<file path="config.mk">
export PLATFORM = sky130hd
export DESIGN_NAME = ordered_pair_relation_table
export DESIGN_NICKNAME = d
export VERILOG_FILES = /design/src/sv/opr_pkg.sv /design/src/sv/ordered_pair_relation_table.sv /design/src/sv/opr_cell.sv
export SDC_FILE = /design/constraint.sdc
export NUM_CORES = 2
export LEC_CHECK = 0
export BUFFER_PORTS_ARGS = -buffer_cell sky130_fd_sc_hd__buf_2
export CAP_MARGIN = 30
export CORE_ASPECT_RATIO = 1.25
export CORE_UTILIZATION = 55
export CTS_CLUSTER_DIAMETER = 30
export DETAILED_ROUTE_END_ITERATION = 16
export MAX_ROUTING_LAYER = met4
export PLACE_DENSITY = 0.71
export SYNTH_ARGS = -nofsm -noshare
export SYNTH_HDL_FRONTEND = slang
export SYNTH_SLANG_ARGS = --single-unit
</file>
<file path="constraint.sdc">
create_clock -name clk -period 37.7 [get_ports clk]
set_input_delay 7.54 -clock clk [delete_from_list [all_inputs] [get_ports clk]]
set_output_delay 7.54 -clock clk [all_outputs]
set_load 0.1 [all_outputs]
</file>
<file path="src/sv/opr_pkg.sv">
// ----------------------------------------------------------------------------
// opr_pkg: shared codes for the ordered pair relation table
// command kinds, status codes and cell control word
// ----------------------------------------------------------------------------
package opr_pkg;

    localparam logic [2:0] KIND_INSERT      = 3'd0;
    localparam logic [2:0] KIND_DROP_GROUP  = 3'd1;
    localparam logic [2:0] KIND_DROP_MEMBER = 3'd2;
    localparam logic [2:0] KIND_DROP_PAIR   = 3'd3;
    localparam logic [2:0] KIND_COUNT       = 3'd4;
    localparam logic [2:0] KIND_LIST        = 3'd5;

    localparam logic [1:0] STATUS_OK   = 2'd0;
    localparam logic [1:0] STATUS_FULL = 2'd1;
    localparam logic [1:0] STATUS_NONE = 2'd2;

    // cell movement modes
    localparam logic [1:0] MODE_HOLD = 2'd0;
    localparam logic [1:0] MODE_DOWN = 2'd1;
    localparam logic [1:0] MODE_UP   = 2'd2;

    // most list results one command gives
    localparam int          MAX_OUT   = 64;
    localparam int          LIST_W    = 7;
    localparam logic [6:0]  COUNT_MAX = 7'd127;

    typedef struct packed {
        logic [1:0] mode;
        logic       load_en;
    } cell_ctl_t;

endpackage

</file>
<file path="src/sv/ordered_pair_relation_table.sv">
// ----------------------------------------------------------------------------
// ordered_pair_relation_table: many-to-many relation list
// ordered chain of (group, member) pairs, newest in cell 0, with insert,
// drop by group / member / pair, count and list of a group's members
// ----------------------------------------------------------------------------
//
//  channel   signals                                  handshake
//  -------   ---------------------------------------  -------------------------
//  command   kind, group_id, member_id                taken when start && !busy
//  result    status, match_count, listed_member, last one cycle under done
//
//  insert: accept moves the sequencer to its final state, which registers the word
//  other kinds: the chain rotates one cell per cycle through the head, so a
//    command holds busy over the rotation and the final state; its final word follows
//  list words come out during the rotation, one cycle each, final has last
//  reset empties the table through the occupancy count, cell contents stay
//  the receiver cannot stall; kind codes 6 and 7 give no word and no change
//
module ordered_pair_relation_table #(
    parameter int ENTRIES     = 64,
    parameter int GROUP_BITS  = 8,
    parameter int MEMBER_BITS = 8
) (
    input  logic       clk,
    input  logic       rst_n,
    input  logic       start,
    output logic       busy,
    input  logic [2:0] kind,
    input  logic [7:0] group_id,
    input  logic [7:0] member_id,
    output logic       done,
    output logic [1:0] status,
    output logic [6:0] match_count,
    output logic [7:0] listed_member,
    output logic       last
);

    localparam int DATA_W = GROUP_BITS + MEMBER_BITS;
    localparam int IDX_W  = (ENTRIES > 1) ? $clog2(ENTRIES) : 1;
    localparam int CNT_W  = $clog2(ENTRIES + 1);
    localparam int HX_W   = CNT_W + 8;

    // sequencer states
    localparam logic [1:0] ST_IDLE = 2'd0;
    localparam logic [1:0] ST_PASS = 2'd1;
    localparam logic [1:0] ST_FIN  = 2'd2;

    logic [1:0]             state_reg, state_next;
    logic [2:0]             kind_reg, kind_next;
    logic [GROUP_BITS-1:0]  g_reg, g_next;
    logic [MEMBER_BITS-1:0] m_reg, m_next;
    logic [CNT_W-1:0]       occ_reg, occ_next;
    logic [CNT_W-1:0]       step_reg, step_next;
    logic [CNT_W-1:0]       hits_reg, hits_next;
    logic                   full_reg, full_next;
    logic                   pend_valid_reg, pend_valid_next;
    logic [MEMBER_BITS-1:0] pend_reg, pend_next;
    logic [opr_pkg::LIST_W-1:0] listed_reg, listed_next;

    // result word registers
    logic       done_reg, done_next;
    logic [1:0] status_reg, status_next;
    logic [6:0] count_reg, count_next;
    logic [7:0] member_reg, member_next;
    logic       last_reg, last_next;

    // ids cut or zero-extended to the stored widths
    logic [39:0]            gx, mx;
    logic [GROUP_BITS-1:0]  g_in;
    logic [MEMBER_BITS-1:0] m_in;

    assign gx   = {32'b0, group_id};
    assign mx   = {32'b0, member_id};
    assign g_in = gx[GROUP_BITS-1:0];
    assign m_in = mx[MEMBER_BITS-1:0];

    // the chain
    logic [DATA_W-1:0]  cell_data [ENTRIES];
    opr_pkg::cell_ctl_t cell_ctl;
    logic [IDX_W-1:0]   load_pos;
    logic [DATA_W-1:0]  new_pair;
    logic [DATA_W-1:0]  head;

    assign new_pair = {g_in, m_in};
    assign head     = cell_data[0];

    genvar gi;
    generate
        for (gi = 0; gi < ENTRIES; gi++)
        begin : g_cell
            logic [DATA_W-1:0] prev_d, next_d;
            if (gi == 0)
            begin : g_first
                assign prev_d = new_pair;
            end
            else
            begin : g_mid
                assign prev_d = cell_data[gi-1];
            end
            if (gi == ENTRIES - 1)
            begin : g_tail
                assign next_d = '0;
            end
            else
            begin : g_body
                assign next_d = cell_data[gi+1];
            end
            opr_cell #(
                .DATA_W (DATA_W),
                .IDX_W  (IDX_W),
                .IDX    (gi)
            ) u_cell (
                .clk       (clk),
                .ctl       (cell_ctl),
                .pos       (load_pos),
                .prev_data (prev_d),
                .next_data (next_d),
                .load_data (head),
                .data      (cell_data[gi])
            );
        end
    endgenerate

    // head pair compare
    logic [GROUP_BITS-1:0]  head_g;
    logic [MEMBER_BITS-1:0] head_m;
    logic                   g_hit, m_hit;
    logic                   remove, count_hit, list_hit;
    logic                   is_drop;
    logic [CNT_W-1:0]       removed_sofar;

    assign head_g = head[DATA_W-1:MEMBER_BITS];
    assign head_m = head[MEMBER_BITS-1:0];
    assign g_hit  = (head_g == g_reg);
    assign m_hit  = (head_m == m_reg);

    always_comb
    begin
        case (kind_reg)
            opr_pkg::KIND_DROP_GROUP:  remove = g_hit;
            opr_pkg::KIND_DROP_MEMBER: remove = m_hit;
            opr_pkg::KIND_DROP_PAIR:   remove = g_hit && m_hit && (hits_reg == '0);
            default:                   remove = 1'b0;
        endcase
    end

    assign is_drop = (kind_reg == opr_pkg::KIND_DROP_GROUP) ||
                     (kind_reg == opr_pkg::KIND_DROP_MEMBER) ||
                     (kind_reg == opr_pkg::KIND_DROP_PAIR);
    assign count_hit = remove || ((kind_reg == opr_pkg::KIND_COUNT) && g_hit);
    assign list_hit  = (kind_reg == opr_pkg::KIND_LIST) && g_hit &&
                       (listed_reg < opr_pkg::LIST_W'(opr_pkg::MAX_OUT));
    assign removed_sofar = is_drop ? hits_reg : '0;

    // kept pairs land just above the block already kept
    logic [CNT_W-1:0] pos_full;
    assign pos_full = occ_reg - CNT_W'(1) - removed_sofar;
    assign load_pos = pos_full[IDX_W-1:0];

    // saturated count and member of the pending list word
    logic [HX_W-1:0]        hx;
    logic [6:0]             hits_sat;
    logic [MEMBER_BITS+7:0] pend_x;

    assign hx       = HX_W'(hits_reg);
    assign hits_sat = (hx > HX_W'(opr_pkg::COUNT_MAX)) ? opr_pkg::COUNT_MAX : hx[6:0];
    assign pend_x   = {8'b0, pend_reg};

    always_comb
    begin
        state_next      = state_reg;
        kind_next       = kind_reg;
        g_next          = g_reg;
        m_next          = m_reg;
        occ_next        = occ_reg;
        step_next       = step_reg;
        hits_next       = hits_reg;
        full_next       = full_reg;
        pend_valid_next = pend_valid_reg;
        pend_next       = pend_reg;
        listed_next     = listed_reg;
        done_next       = 1'b0;
        status_next     = status_reg;
        count_next      = count_reg;
        member_next     = member_reg;
        last_next       = last_reg;
        cell_ctl.mode    = opr_pkg::MODE_HOLD;
        cell_ctl.load_en = 1'b0;

        case (state_reg)
            ST_IDLE:
            begin
                if (start)
                begin
                    kind_next       = kind;
                    g_next          = g_in;
                    m_next          = m_in;
                    hits_next       = '0;
                    step_next       = '0;
                    pend_valid_next = 1'b0;
                    listed_next     = '0;
                    if (kind == opr_pkg::KIND_INSERT)
                    begin
                        // insert happens right at accept
                        if (occ_reg < CNT_W'(ENTRIES))
                        begin
                            cell_ctl.mode = opr_pkg::MODE_DOWN;
                            occ_next      = occ_reg + CNT_W'(1);
                            full_next     = 1'b0;
                        end
                        else
                        begin
                            full_next = 1'b1;
                        end
                        state_next = ST_FIN;
                    end
                    else if (kind <= opr_pkg::KIND_LIST)
                    begin
                        state_next = (occ_reg == '0) ? ST_FIN : ST_PASS;
                    end
                end
            end

            ST_PASS:
            begin
                // rotate: head leaves cell 0, kept pairs are written back
                cell_ctl.mode    = opr_pkg::MODE_UP;
                cell_ctl.load_en = !remove;
                if (count_hit)
                    hits_next = hits_reg + CNT_W'(1);
                if (list_hit)
                begin
                    listed_next = listed_reg + opr_pkg::LIST_W'(1);
                    if (pend_valid_reg)
                    begin
                        done_next   = 1'b1;
                        status_next = opr_pkg::STATUS_OK;
                        count_next  = 7'd0;
                        member_next = pend_x[7:0];
                        last_next   = 1'b0;
                    end
                    pend_next       = head_m;
                    pend_valid_next = 1'b1;
                end
                step_next = step_reg + CNT_W'(1);
                if (step_reg == occ_reg - CNT_W'(1))
                    state_next = ST_FIN;
            end

            ST_FIN:
            begin
                done_next   = 1'b1;
                status_next = opr_pkg::STATUS_OK;
                count_next  = 7'd0;
                member_next = 8'd0;
                last_next   = 1'b1;
                case (kind_reg)
                    opr_pkg::KIND_INSERT:
                    begin
                        if (full_reg)
                            status_next = opr_pkg::STATUS_FULL;
                    end
                    opr_pkg::KIND_DROP_GROUP, opr_pkg::KIND_DROP_MEMBER,
                    opr_pkg::KIND_COUNT:
                    begin
                        count_next = hits_sat;
                    end
                    opr_pkg::KIND_DROP_PAIR:
                    begin
                        if (hits_reg != '0)
                            count_next = 7'd1;
                        else
                            status_next = opr_pkg::STATUS_NONE;
                    end
                    opr_pkg::KIND_LIST:
                    begin
                        if (pend_valid_reg)
                            member_next = pend_x[7:0];
                        else
                            status_next = opr_pkg::STATUS_NONE;
                    end
                    default:
                    begin
                        done_next = 1'b0;
                    end
                endcase
                if (is_drop)
                    occ_next = occ_reg - hits_reg;
                state_next = ST_IDLE;
            end

            default:
            begin
                state_next = ST_IDLE;
            end
        endcase
    end

    always_ff @(posedge clk or negedge rst_n)
    begin
        if (!rst_n)
        begin
            state_reg      <= ST_IDLE;
            occ_reg        <= '0;
            done_reg       <= 1'b0;
            pend_valid_reg <= 1'b0;
        end
        else
        begin
            state_reg      <= state_next;
            occ_reg        <= occ_next;
            done_reg       <= done_next;
            pend_valid_reg <= pend_valid_next;
        end
    end

    // payload and per-command working registers
    always_ff @(posedge clk)
    begin
        kind_reg   <= kind_next;
        g_reg      <= g_next;
        m_reg      <= m_next;
        step_reg   <= step_next;
        hits_reg   <= hits_next;
        full_reg   <= full_next;
        pend_reg   <= pend_next;
        listed_reg <= listed_next;
        status_reg <= status_next;
        count_reg  <= count_next;
        member_reg <= member_next;
        last_reg   <= last_next;
    end

    assign busy          = (state_reg != ST_IDLE);
    assign done          = done_reg;
    assign status        = status_reg;
    assign match_count   = count_reg;
    assign listed_member = member_reg;
    assign last          = last_reg;

endmodule

</file>
<file path="src/sv/opr_cell.sv">
// ----------------------------------------------------------------------------
// opr_cell: one slot of the pair chain
// holds one (group, member) pair, shifts toward either neighbor or loads
// the broadcast head pair when its position is selected
// ----------------------------------------------------------------------------
module opr_cell #(
    parameter int DATA_W = 16,
    parameter int IDX_W  = 6,
    parameter int IDX    = 0
) (
    input  logic                clk,
    input  opr_pkg::cell_ctl_t  ctl,
    input  logic [IDX_W-1:0]    pos,
    input  logic [DATA_W-1:0]   prev_data,
    input  logic [DATA_W-1:0]   next_data,
    input  logic [DATA_W-1:0]   load_data,
    output logic [DATA_W-1:0]   data
);

    localparam logic [IDX_W-1:0] MY_POS = IDX_W'(IDX);

    logic [DATA_W-1:0] data_reg;
    logic [DATA_W-1:0] data_next;

    always_comb
    begin
        case (ctl.mode)
            opr_pkg::MODE_HOLD: data_next = data_reg;
            opr_pkg::MODE_DOWN: data_next = prev_data;
            opr_pkg::MODE_UP:
            begin
                if (ctl.load_en && (pos == MY_POS))
                    data_next = load_data;
                else
                    data_next = next_data;
            end
            default: data_next = data_reg;
        endcase
    end

    always_ff @(posedge clk)
    begin
        data_reg <= data_next;
    end

    assign data = data_reg;

endmodule

</file>
==> impl_results.md <==
* Reg2reg path depth at 8
* Max Slew Vio Count at 0
* Initial antenna violation count at 0
* Die width at 283.3 µm
* Clk Latency, worst-skew pair at 0.80 ns
* Post-cts resize count at 0
* Leak pwr at 0.02424 µW
* Post CTS Setup Buffer Count at 0
* Rows at approximately 130
* Die area at around 100000 µm²
* Share of layout cells above drive strength 1 at 15.15%
* Final wirelength at about 150000 µm
* Port bufs at 41
* Flop-to-flop setup slack at 31.91 ns
* RSZ-0062 raised after global routing: no
* Largest register FFs at 1024
* Initial DRC Count at roughly 4900
* Cell Area, Synth at 54400 µm²
* CP peak stage delay at 0.89 ns
* Die height at 353.6 µm
* Kind of critical path: input port to flop
* Hold_sp: pend_reg[5]$_DFFE_PP_
* Pin count of the biggest net entering global routing at 188
* Initial Utilization at 55.69%
* Endpoints failing setup at 0
* Placed inst area at roughly 56000 µm²
* Via/cell ratio at between 7 and 8
* Critical-path cell with the highest stage delay: buf_4
* Uppermost layer routed: met4
* MaxCap Viol Count at 0
* Register area share after synthesis at roughly three fifths
* Req. time, crit path at between 30 and 40 ns
* Total number of vias at 37990
* CTS Sinks at 1102
* Ranking of synthesized cells by area: edfxtp_1 (60%), a221o_1 (13%), and3_1 (4.8%)
* Hold Path Sink: listed_member[5]$_DFFE_PP_
* Yosys Warn Count at 0
* Minimum clock period at 12.15 ns
* Worst Max-Slew Pin Slew at approximately 1.1 ns
* Remaining DRCs at 0
* Arr. time, crit path at 12.55 ns
* CTS Buf Count at 197
* EDFF count, synth at 1091
* Core area at 97690 µm²
* R2r startpoint: state_reg[1]$_DFFE_PN0P_
* Clock skew at ~0.026 ns
* Post-synth cell types at 75
* Area grow syn2layout at 14.69%
* M1 WL at ~60000 µm
* Drt wl/cell at between 20 and 30 µm
* H-tree depth at 4
* Mapped Cells at 3992
* Vias in the first global route at roughly 38000
* Setup_tns at 0 ns
* Largest area contributor in the netlist: edfxtp_1
* Synthesized area per cell at 13.63 µm²
* Top cell type's share of synthesized area at 60.22%
* Overall routing resource usage at 29.61%
* Slew margin rel. at a little over a quarter
* Max VDD drop at 0.1069 mV
* Clock slew at reported path FFs at 0.05 ns
* CP Launch Type: input port
* Synthesized Nets at 4036
* # diodes at 0
* First-pass DRT Iterations at 5
* CTS tree: built
* Post-route cell area at 62390 µm²
* Grt total ovfl at 0
* Synth async-reset ratio at 0.9982%
* First-pass GRT wire length at 226200 µm
* R2R Path End: g_cell[42].u_cell.data[12]$_DFFE_PP_
* Met2 WL at 70740 µm
* Post-route ant nets at 0
* I/O pin cnt at 42
* # hold bufs at CTS at 0
* Routability Congestion at 0.8426
* Post-synth top flop: edfxtp_1
* Final Hold Fails at 0
* Most common cell on crit path: buf_4
* Clk buf depth at 3
* Hold depth at 1
* Peak Freq at 0.08232 GHz
* DP HPWL at 86310 µm
* Cell Pwr Density at 109.3 nW/µm²
* Routed met3 length at 11670 µm
* Crit Path Max Fanout at 73
* Status: finished clean
* CTS root buffer: clkbuf_16
* Critical path cell sequence: buf_2 -> or3_1 -> nor3_1 -> or2_4 -> buf_4 -> buf_4 -> buf_4 -> buf_16 -> buf_4
* Synth Register Bits at between 1000 and 1500
* Setup crit end kind: flop
* Final cycle utilization of the critical path at about a third
* Final net count at 3960
* Worst hold path class: flop to flop
[layout make-up]
type	instances	area (µm²)
multi-input combinational	2424	19520
fill	7110	35300
clock inverter	154	1760
tap	1300	1627
clock buffer	207	4989
inverter	25	101.3
sequential	1102	33040
timing repair buffer	166	1361
[through the flow]
stage / hold WS [ns] / power (µW) / cells / util (%) / worst slack, ns
4_1_cts: 0.5402 / 6782 / 5375 / 63.79 / 25.63
5_1_grt: 0.5497 / 7098 / 5378 / 63.87 / 25.37
6_report: 0.5379 / 6822 / 5378 / 63.87 / 25.55
3_3_place_gp: 0.5265 / 4878 / 4993 / 56.60 / 24.73
3_5_place_dp: 0.5312 / 4953 / 5014 / 56.89 / 24.83
2_1_floorplan: 0.4206 / 4445 / 3992 / - / 15.44
[where the power goes]
part	switching (µW)	internal [µW]	total (µW)	leakage, µW
Combinational	1610	910	2520	0.0106
Sequential	326	2160	2490	0.0104
Clock	652	1160	1810	0.00328
Total	2590	4230	6820	0.0242
[cells in the mapped netlist, types with 11 or more instances]
cell,count
a21oi_1,28
xor2_1,22
a221o_1,720
and2_1,15
mux2_2,33
nand3_1,16
a211oi_2,16
nor2_2,12
dfrtp_1,11
ha_1,20
a22o_1,273
edfxtp_1,1091
clkbuf_1,316
nor2b_1,309
inv_1,24
a21oi_2,29
a21o_1,261
nor2_1,84
nand2_1,34
buf_2,103
xnor2_1,31
and3_1,420
[worst max-delay path: cells and delay by family]
kind | cells | cell delay, ns
buf+inv | 6 | 3.44
simple gates | 3 | 1.35
[worst max-delay path by stage]
stage | from | end | slack, ns
after CTS | kind[0] | g_cell[43].u_cell.data[8]$_DFFE_PP_ | 25.63
after floorplan | kind[0] | g_cell[0].u_cell.data[0]$_DFFE_PP_ | 15.44
after global routing | kind[0] | g_cell[42].u_cell.data[2]$_DFFE_PP_ | 25.37
after global placement | kind[0] | g_cell[37].u_cell.data[0]$_DFFE_PP_ | 24.73
after detailed placement | kind[0] | g_cell[36].u_cell.data[13]$_DFFE_PP_ | 24.83
final | kind[0] | g_cell[42].u_cell.data[12]$_DFFE_PP_ | 25.55
[kinds of logic after synthesis]
logic type / Yosys count / synth area share, %
fa+ha+maj: 22 / 0.5336
compound gates: 1363 / 22.87
mux: 35 / 0.7659
flops: 1102 / 60.73
buf+inv: 466 / 3.576
simple gates: 947 / 10.51
xor+xnor: 57 / 1.023
[cell usage in the layout (no fill, tap or decap), drive strengths merged, types with 20 or more instances in the layout]
master / Yosys / final
clkinv: 0 / 82
a21oi: 57 / 57
bufinv: 0 / 28
mux2: 33 / 33
nor2b: 309 / 309
a22o: 273 / 273
and3: 420 / 420
buf: 122 / 166
xor2: 22 / 22
clkbuf: 319 / 207
nand2: 36 / 36
a21o: 261 / 261
a221o: 720 / 720
inv: 25 / 53
edfxtp: 1091 / 1091
nor2: 96 / 96
xnor2: 31 / 31
ha: 20 / 20
[metal layers]
| layer | GRT usage, % | up-vias |
|---|---|---|
| li1 | - | 16390 |
| met4 | 10.54 | 0 |
| met1 | 39.51 | 19260 |
| met3 | 4.762 | 338 |
| met5 | - | - |
| met2 | 46.07 | 2003 |
Note: power is estimated with default switching activity, not from simulation.
